### src/design/opd_pkg.sv
package opd_pkg;

  localparam int unsigned MaxSegmentsDefault = 255;
  localparam int unsigned HeaderLast         = 26;
  localparam int unsigned MinIdBytes         = 19;
  localparam int unsigned MinTagsBytes       = 12;

  localparam logic [31:0] PageMagic     = 32'h4F67_6753;
  localparam logic [63:0] OpusHeadMagic = 64'h4F70_7573_4865_6164;
  localparam logic [63:0] OpusTagsMagic = 64'h4F70_7573_5461_6773;

  typedef enum logic [3:0] {
    ST_DATA       = 4'd0,
    ST_ID_OK      = 4'd1,
    ST_TAGS_OK    = 4'd2,
    ST_PAGE_MAGIC = 4'd3,
    ST_NO_SEGS    = 4'd4,
    ST_ID_MAGIC   = 4'd5,
    ST_TAGS_MAGIC = 4'd6,
    ST_TOO_SHORT  = 4'd7,
    ST_TRUNCATED  = 4'd8
  } status_e;

  typedef struct packed {
    logic [7:0] byte_in;
    logic       stream_end;
  } in_t;

  typedef struct packed {
    logic [7:0] byte_out;
    status_e    status;
    logic       packet_end;
  } out_t;

  // One nonzero lace of the table, with a mark that a zero lace came just before it.
  typedef struct packed {
    logic       zero_before;
    logic [7:0] lace;
  } seg_t;

  function automatic logic [7:0] opus_magic(logic tags, logic [2:0] idx);
    logic [63:0] m;
    m = tags ? OpusTagsMagic : OpusHeadMagic;
    return m[63 - 8 * idx -: 8];
  endfunction

endpackage

### src/design/opd_seg_ram.sv
module opd_seg_ram import opd_pkg::*; #(
  parameter int unsigned Depth = MaxSegmentsDefault,
  parameter int unsigned AddrW = (Depth > 1) ? $clog2(Depth) : 1
) (
  input  logic             clk_i,
  input  logic             we_i,
  input  logic [AddrW-1:0] waddr_i,
  input  seg_t             wdata_i,
  input  logic [AddrW-1:0] raddr_i,
  output seg_t             rdata_o
);

  seg_t mem_q [Depth];
  seg_t rdata_q;

  // A write to the entry being read in the same cycle is forwarded.
  always_ff @(posedge clk_i) begin
    if (we_i) begin
      mem_q[waddr_i] <= wdata_i;
    end
    if (we_i && waddr_i == raddr_i) begin
      rdata_q <= wdata_i;
    end else begin
      rdata_q <= mem_q[raddr_i];
    end
  end

  assign rdata_o = rdata_q;

endmodule

### src/design/ogg_page_packet_deframer.sv
// A result appears on the output register in the cycle after its byte is transferred.
// Throughput: one byte per cycle in every phase unless the output stalls; the next entry
// is prefetched from the single-port-read segment table RAM, whose read data is registered.
// Reset: asynchronous, active low; the parser returns to the page header and
// expect_q reads 1. The segment table RAM is not cleared.
module ogg_page_packet_deframer import opd_pkg::*; #(
  parameter int unsigned MAX_SEGMENTS = MaxSegmentsDefault
) (
  input  logic clk_i,
  input  logic rst_ni,
  input  logic in_valid_i,
  output logic in_ready_o,
  input  in_t  in_data_i,
  output logic out_valid_o,
  input  logic out_ready_i,
  output out_t out_data_o,
  input  logic cfg_valid_i,
  output logic cfg_ready_o,
  input  logic cfg_data_i
);

  localparam int unsigned AddrW = (MAX_SEGMENTS > 1) ? $clog2(MAX_SEGMENTS) : 1;
  localparam int unsigned CntW  = $clog2(MAX_SEGMENTS + 1);

  localparam logic [2:0] PhHeader   = 3'd0;
  localparam logic [2:0] PhTable    = 3'd1;
  localparam logic [2:0] PhData     = 3'd2;
  localparam logic [2:0] PhHeadPage = 3'd3;
  localparam logic [2:0] PhSkip     = 3'd4;

  logic [2:0]      phase_q, phase_d;
  logic [4:0]      hcnt_q, hcnt_d;
  logic [23:0]     sig_q, sig_d;
  logic            sig_ok_q, sig_ok_d;
  logic [CntW-1:0] seg_cnt_q, seg_cnt_d;
  logic [CntW-1:0] tidx_q, tidx_d;
  logic [CntW-1:0] wptr_q, wptr_d;
  logic            prev_zero_q, prev_zero_d;
  logic [7:0]      first_lace_q, first_lace_d;
  logic [15:0]     pl_sum_q, pl_sum_d;
  logic [1:0]      ord_q, ord_d;
  logic [7:0]      cur_rem_q, cur_rem_d;
  logic            cur_lt255_q, cur_lt255_d;
  logic [CntW-1:0] nxt_idx_q, nxt_idx_d;
  logic [CntW-1:0] n_ent_q, n_ent_d;
  logic            tail_zero_q, tail_zero_d;
  logic [15:0]     pl_left_q, pl_left_d;
  logic [3:0]      mpos_q, mpos_d;
  logic            hmatch_q, hmatch_d;
  logic            expect_q;
  logic            out_valid_q;
  out_t            out_q;

  logic            accept;
  logic            res_valid;
  out_t            res;
  logic            we;
  seg_t            wdata;
  seg_t            rd_data;

  assign accept      = in_valid_i && in_ready_o;
  assign in_ready_o  = !out_valid_q || out_ready_i;
  assign cfg_ready_o = 1'b1;
  assign out_valid_o = out_valid_q;
  assign out_data_o  = out_q;

  opd_seg_ram #(
    .Depth (MAX_SEGMENTS),
    .AddrW (AddrW)
  ) u_seg_ram (
    .clk_i   (clk_i),
    .we_i    (we),
    .waddr_i (wptr_q[AddrW-1:0]),
    .wdata_i (wdata),
    .raddr_i (nxt_idx_d[AddrW-1:0]),
    .rdata_o (rd_data)
  );

  always_comb begin
    logic [7:0]      b;
    logic [15:0]     sum;
    logic [15:0]     need;
    logic [CntW-1:0] tidx_inc;
    logic [7:0]      first;
    logic            has_nxt;
    logic            match_now;

    b         = in_data_i.byte_in;
    sum       = pl_sum_q + 16'(b);
    need      = (ord_q == 2'd0) ? 16'(MinIdBytes) : 16'(MinTagsBytes);
    tidx_inc  = tidx_q + CntW'(1);
    first     = (wptr_q == '0) ? b : first_lace_q;
    has_nxt   = nxt_idx_q < n_ent_q;
    match_now = hmatch_q &&
                !(mpos_q < 4'd8 && b != opus_magic(ord_q[0], mpos_q[2:0]));

    phase_d      = phase_q;
    hcnt_d       = hcnt_q;
    sig_d        = sig_q;
    sig_ok_d     = sig_ok_q;
    seg_cnt_d    = seg_cnt_q;
    tidx_d       = tidx_q;
    wptr_d       = wptr_q;
    prev_zero_d  = prev_zero_q;
    first_lace_d = first_lace_q;
    pl_sum_d     = pl_sum_q;
    ord_d        = ord_q;
    cur_rem_d    = cur_rem_q;
    cur_lt255_d  = cur_lt255_q;
    nxt_idx_d    = nxt_idx_q;
    n_ent_d      = n_ent_q;
    tail_zero_d  = tail_zero_q;
    pl_left_d    = pl_left_q;
    mpos_d       = mpos_q;
    hmatch_d     = hmatch_q;

    res_valid      = 1'b0;
    res.byte_out   = 8'd0;
    res.status     = ST_DATA;
    res.packet_end = 1'b0;
    we             = 1'b0;
    wdata.zero_before = prev_zero_q;
    wdata.lace        = b;

    if (accept) begin
      case (phase_q)
        PhHeader: begin
          sig_d = {sig_q[15:0], b};
          if (hcnt_q == 5'd3) begin
            sig_ok_d = ({sig_q, b} == PageMagic);
          end
          if (hcnt_q != 5'(HeaderLast)) begin
            hcnt_d = hcnt_q + 5'd1;
          end else begin
            hcnt_d = 5'd0;
            if (!sig_ok_q) begin
              res_valid  = 1'b1;
              res.status = ST_PAGE_MAGIC;
              phase_d    = PhSkip;
            end else if (b == 8'd0 || b > 8'(MAX_SEGMENTS)) begin
              res_valid  = 1'b1;
              res.status = ST_NO_SEGS;
              phase_d    = PhSkip;
            end else begin
              seg_cnt_d   = CntW'(b);
              tidx_d      = '0;
              wptr_d      = '0;
              pl_sum_d    = 16'd0;
              prev_zero_d = 1'b0;
              phase_d     = PhTable;
            end
          end
        end
        PhTable: begin
          pl_sum_d    = sum;
          tidx_d      = tidx_inc;
          prev_zero_d = (b == 8'd0);
          if (b != 8'd0) begin
            we     = 1'b1;
            wptr_d = wptr_q + CntW'(1);
            if (wptr_q == '0) begin
              first_lace_d = b;
            end
          end
          if (tidx_inc >= seg_cnt_q) begin
            pl_left_d = sum;
            mpos_d    = 4'd0;
            hmatch_d  = 1'b1;
            if (expect_q && ord_q < 2'd2) begin
              if (sum < need) begin
                res_valid  = 1'b1;
                res.status = ST_TOO_SHORT;
                phase_d    = PhSkip;
              end else begin
                phase_d = PhHeadPage;
              end
            end else if (sum == 16'd0) begin
              phase_d = PhHeader;
            end else begin
              phase_d     = PhData;
              cur_rem_d   = first;
              cur_lt255_d = (first != 8'hFF);
              nxt_idx_d   = CntW'(1);
              n_ent_d     = wptr_d;
              tail_zero_d = (b == 8'd0);
            end
          end
        end
        PhData: begin
          res_valid    = 1'b1;
          res.byte_out = b;
          if (cur_rem_q == 8'd1) begin
            res.packet_end = cur_lt255_q || (has_nxt ? rd_data.zero_before : tail_zero_q);
            if (!has_nxt) begin
              phase_d = PhHeader;
            end else begin
              cur_rem_d   = rd_data.lace;
              cur_lt255_d = (rd_data.lace != 8'hFF);
              nxt_idx_d   = nxt_idx_q + CntW'(1);
            end
          end else begin
            cur_rem_d = cur_rem_q - 8'd1;
          end
        end
        PhHeadPage: begin
          hmatch_d  = match_now;
          pl_left_d = pl_left_q - 16'd1;
          if (mpos_q != 4'd8) begin
            mpos_d = mpos_q + 4'd1;
          end
          if (pl_left_q == 16'd1) begin
            res_valid = 1'b1;
            if (match_now) begin
              res.status = ord_q[0] ? ST_TAGS_OK : ST_ID_OK;
              ord_d      = ord_q + 2'd1;
              phase_d    = PhHeader;
            end else begin
              res.status = ord_q[0] ? ST_TAGS_MAGIC : ST_ID_MAGIC;
              phase_d    = PhSkip;
            end
          end
        end
        default: begin
        end
      endcase

      if (in_data_i.stream_end) begin
        if (phase_d != PhSkip && !(phase_d == PhHeader && hcnt_d == 5'd0)) begin
          res_valid      = 1'b1;
          res.byte_out   = 8'd0;
          res.status     = ST_TRUNCATED;
          res.packet_end = 1'b0;
        end
        phase_d = PhHeader;
        hcnt_d  = 5'd0;
        ord_d   = 2'd0;
      end
    end
  end

  always_ff @(posedge clk_i or negedge rst_ni) begin
    if (!rst_ni) begin
      phase_q     <= PhHeader;
      hcnt_q      <= 5'd0;
      ord_q       <= 2'd0;
      expect_q    <= 1'b1;
      out_valid_q <= 1'b0;
    end else begin
      phase_q <= phase_d;
      hcnt_q  <= hcnt_d;
      ord_q   <= ord_d;
      if (cfg_valid_i) begin
        expect_q <= cfg_data_i;
      end
      if (in_ready_o) begin
        out_valid_q <= accept && res_valid;
      end
    end
  end

  always_ff @(posedge clk_i) begin
    sig_q        <= sig_d;
    sig_ok_q     <= sig_ok_d;
    seg_cnt_q    <= seg_cnt_d;
    tidx_q       <= tidx_d;
    wptr_q       <= wptr_d;
    prev_zero_q  <= prev_zero_d;
    first_lace_q <= first_lace_d;
    pl_sum_q     <= pl_sum_d;
    cur_rem_q    <= cur_rem_d;
    cur_lt255_q  <= cur_lt255_d;
    nxt_idx_q    <= nxt_idx_d;
    n_ent_q      <= n_ent_d;
    tail_zero_q  <= tail_zero_d;
    pl_left_q    <= pl_left_d;
    mpos_q       <= mpos_d;
    hmatch_q     <= hmatch_d;
    if (accept && res_valid) begin
      out_q <= res;
    end
  end

endmodule

### config.mk
export PLATFORM = sky130hd
export DESIGN_NAME = ogg_page_packet_deframer
export DESIGN_NICKNAME = d
export VERILOG_FILES = /design/src/design/opd_pkg.sv /design/src/design/opd_seg_ram.sv /design/src/design/ogg_page_packet_deframer.sv
export SDC_FILE = /design/constraint.sdc
export NUM_CORES = 2
export LEC_CHECK = 0
export ABC_AREA = 1
export BUFFER_PORTS_ARGS = -buffer_cell sky130_fd_sc_hd__buf_2
export CORE_MARGIN = 1
export CORE_UTILIZATION = 61
export DETAILED_ROUTE_END_ITERATION = 8
export PLACE_DENSITY = 0.82
export SYNTH_ARGS = -nofsm -noshare
export SYNTH_HDL_FRONTEND = slang
export SYNTH_HIERARCHICAL = 1
export SYNTH_SLANG_ARGS = --single-unit
### constraint.sdc
create_clock -name clk_i -period 7.7 [get_ports clk_i]
set_clock_uncertainty 0.1 [all_clocks]
set_input_delay 0.77 -clock clk_i [delete_from_list [all_inputs] [get_ports clk_i]]
set_output_delay 0.77 -clock clk_i [all_outputs]
set_load 0.01 [all_outputs]
==> results_dict.tcl <==
set metrics [dict create \
    status "finished, violations left" \
    violations "DRC" \
    clockRootBuffer "clkbuf_16" \
    worstHoldPathCells 3 \
    antenna_left 0 \
    layout-drive-gt1-share_pct 5.93 \
    cts_tree "done" \
    synth_edf_count 2421 \
    avgRoutedWirePerCell_microns 24.4 \
    die_h_microns 411 \
    antenna_found_initial 8 \
    drt-initial-drc-count 10992 \
    area_growth_pct 8.91 \
    synthTopCellsByArea "edfxtp_1, nand3_1, nand2_1" \
    post_cts_resized 0 \
    synth.largest_area_cell "edfxtp_1" \
    maxCapViolCount 0 \
    worstSkewPairLatency_ns 0.90 \
    finalHoldViolations 0 \
    irDropWorstVdd_mv 0.348 \
    synth_top_area_share_pct 71.4 \
    grt.overflow.total 0 \
    setup_slack_ns 2.88 \
    synth_cell_types 58 \
    relSlewSlack_pct 10.8 \
    slew_viol_final 0 \
    final.setup.tns_ns 0 \
    die_width_microns 411 \
    grt_pass1_wl_microns 401000 \
    rsz0062_at_grt "no" \
    h-tree-depth 4 \
    syn_area_per_cell_sq_um 11.6 \
    reg2reg_depth 17 \
    yosysMostFrequentCell "nand2_1" \
    min_period_ns 4.82 \
    fillers 10878 \
    post-cts-setup-buffers 0 \
    vias 70671 \
    dieArea_sq_um 169000 \
    worstSetupStartpointType "register" \
    path_cells "buf_12 > buf_4 > nand2_1 > nand3_1 > nand3_1 > nand3_1 > nand3_1 > nand3_1 > nand3_1 > nand2_1 > nand2_1 > nand2_1 > inv_1 > o21ai_0 > nand2_1 > a221oi_1 > nand2_1" \
    cts_buffer_depth 3 \
    holdBufCountCts 2 \
    min_path_type "in2reg" \
    grt_use_total_pct 31.5 \
    synth_flop_cell "edfxtp_1" \
    rrSetupSlack_ns 2.88 \
    worstPathRequired_ns 8.22 \
    leakage_nw 38.9 \
    cp-end-kind "register" \
    synthArstFlopShare_pct 0.490 \
    synthCells 8806 \
    critPathMaxFanout 182 \
    syn_nets 8868 \
    dp_slack_ns 2.95 \
    viasPerCell 6.42 \
    powerDensity_nw_per_um2 340 \
    synth_commonest_cells "nand2_1, edfxtp_1, nand3_1" \
    finalCritPeriodShare_pct 62.6 \
    cp.arrival_ns 5.35 \
    reg2reg_to "cur_lt255_q$_DFFE_PP_" \
    timing.fmax_mhz 207 \
    cts.clk_slew.worst_paths_ns 0.07 \
    io_pins 31 \
    grt_max_degree 209 \
    seq_area_frac_synth_pct 72.0 \
    holdPathEnd "expect_q$_DFFE_PN1P_" \
    whs_ns 0.0656 \
    cts_made_buffers 227 \
    yosysWarnings 6 \
    place.gp.congestion 0.933 \
    ys_ff_latch 2449 \
    cpMaxStageDelayCell "buf_4" \
    critPathKind "reg2reg" \
    clock-sinks 2449 \
    critPathMaxStageDelay_ns 0.83 \
    worstHoldStart "cfg_data_i" \
    initial_utilization_pct 61.6 \
    place_hpwl_microns 148000 \
    synthesis.area_sq_um 102000 \
    setup_viol 0 \
    grt_pass1_vias 67875 \
    drtPass1Iterations 9 \
    fin_util_pct 67.0 \
    drt_wl_total_microns 268000 \
    io_buffers 29 \
    worst_slew_pin_slew_ns 1.34 \
    nNetsFinal 8682 \
    coreArea_sq_um 165000 \
    drc_errors 8 \
    rows 149 \
]
==> kinds of logic after synthesis <==
| logic type | Yosys count | synth area share [%] |
|---|---|---|
| buffers and inverters | 757 | 3.41 |
| AND/OR/NAND/NOR | 5395 | 23.0 |
| XOR/XNOR | 28 | 0.241 |
| AO/OA/AOI/OAI | 128 | 0.703 |
| multiplexers | 1 | 0.0111 |
| other | 1 | 0.00368 |
| flip-flops | 2449 | 72.0 |
| adder cells (fa/ha/maj) | 47 | 0.585 |
==> power breakdown <==
| group | total [mW] | switching, mW | internal (mW) |
|---|---|---|---|
| logic | 11.2 | 8.35 | 2.88 |
| clock network | 11.4 | 4.93 | 6.48 |
| registers | 15.0 | 0.247 | 14.8 |
==> final cells by class <==
class                      instances  area, sq um  area share (%)
multi-input combinational       5600        25000            22.6
clock buffer                     282         5990            5.40
clock inverter                   141         1630            1.47
sequential                      2449        73300            66.2
inverter                         208          815           0.735
tap                             2189         2740            2.47
antenna                           13         32.5          0.0293
timing repair buffer             134         1310            1.18
==> layer usage <==
| layer | GRT usage, % | vias up | wire [microns] |
|---|---|---|---|
| met3 | 7.90 | 994 | 35200 |
| met4 | 16.4 | 12 | 14800 |
| met2 | 48.9 | 5354 | 124000 |
| met5 | 0 | - | 77 |
| met1 | 41.5 | 33641 | 94000 |
| li1 | - | 30670 | - |
==> how the worst max path moves through the flow <==
stage | endpoint | depth (start not counted) | slack [ns] | startpoint
after global routing | cur_lt255_q$_DFFE_PP_ | 17 | 2.84 | register
after global placement | out_data_o[7]$_SDFFCE_PN0P_ | 22 | 2.97 | in_data_i[1]
after floorplan | pl_sum_q[0]$_SDFFCE_PN0P_ | 6 | 0.52 | in_data_i[2]
final | cur_lt255_q$_DFFE_PP_ | 17 | 2.88 | register
after CTS | cur_lt255_q$_DFFE_PP_ | 17 | 3.26 | register
after detailed placement | out_data_o[7]$_SDFFCE_PN0P_ | 20 | 2.95 | in_data_i[1]
==> state kept, by name, summed over array words and instances (netlist names), named ones only <==
name and flops:
out_data_o 13, expect_q 1, wptr_q 8, seg_cnt_q 8
cur_lt255_q 1, sig_ok_q 1, ord_q 2, phase_q 3
pl_sum_q 16, nxt_idx_q 8, hcnt_q 5, sig_q 24
u_seg_ram/mem_q 2295, out_valid_o 1, tidx_q 8, mpos_q 4
prev_zero_q 1, pl_left_q 16, tail_zero_q 1, hmatch_q 1
n_ent_q 8, cur_rem_q 8, first_lace_q 8
==> cells in the final DEF, fill, tap and decap left out, types with 11 or more instances in the layout <==
cell,instances
edfxtp_1,2421
clkbuf_1,47
clkinv_1,51
buf_12,23
buf_4,80
xor2_1,18
dfrtp_1,11
nand3_1,2303
ha_1,46
bufinv_16,28
nand2_2,15
nor3_1,19
inv_1,192
a21oi_1,34
clkinv_2,38
o21ai_0,63
clkbuf_16,229
diode_2,13
nand4_1,20
nand2_1,2583
nor2_1,411
buf_2,21
==> critical path, delay by kind of cell, from the launching register on <==
kind	cells	cell delay, ns
AND/OR/NAND/NOR	12	1.73
flip-flops	1	0.61
buffers and inverters	3	1.41
AO/OA/AOI/OAI	2	0.37
==> metrics by stage <==
| step | cells | power (mW) | area [sq um] |
|---|---|---|---|
| final | 11016 | 37.6 | 111000 |
| after detailed placement | 10578 | 26.0 | 103000 |
| after CTS | 11003 | 37.3 | 111000 |
| after global routing | 11006 | 38.8 | 111000 |
| after global placement | 10578 | 25.6 | 103000 |
| after floorplan | 8806 | 22.5 | 102000 |
Power figures use the tool's default switching activity.
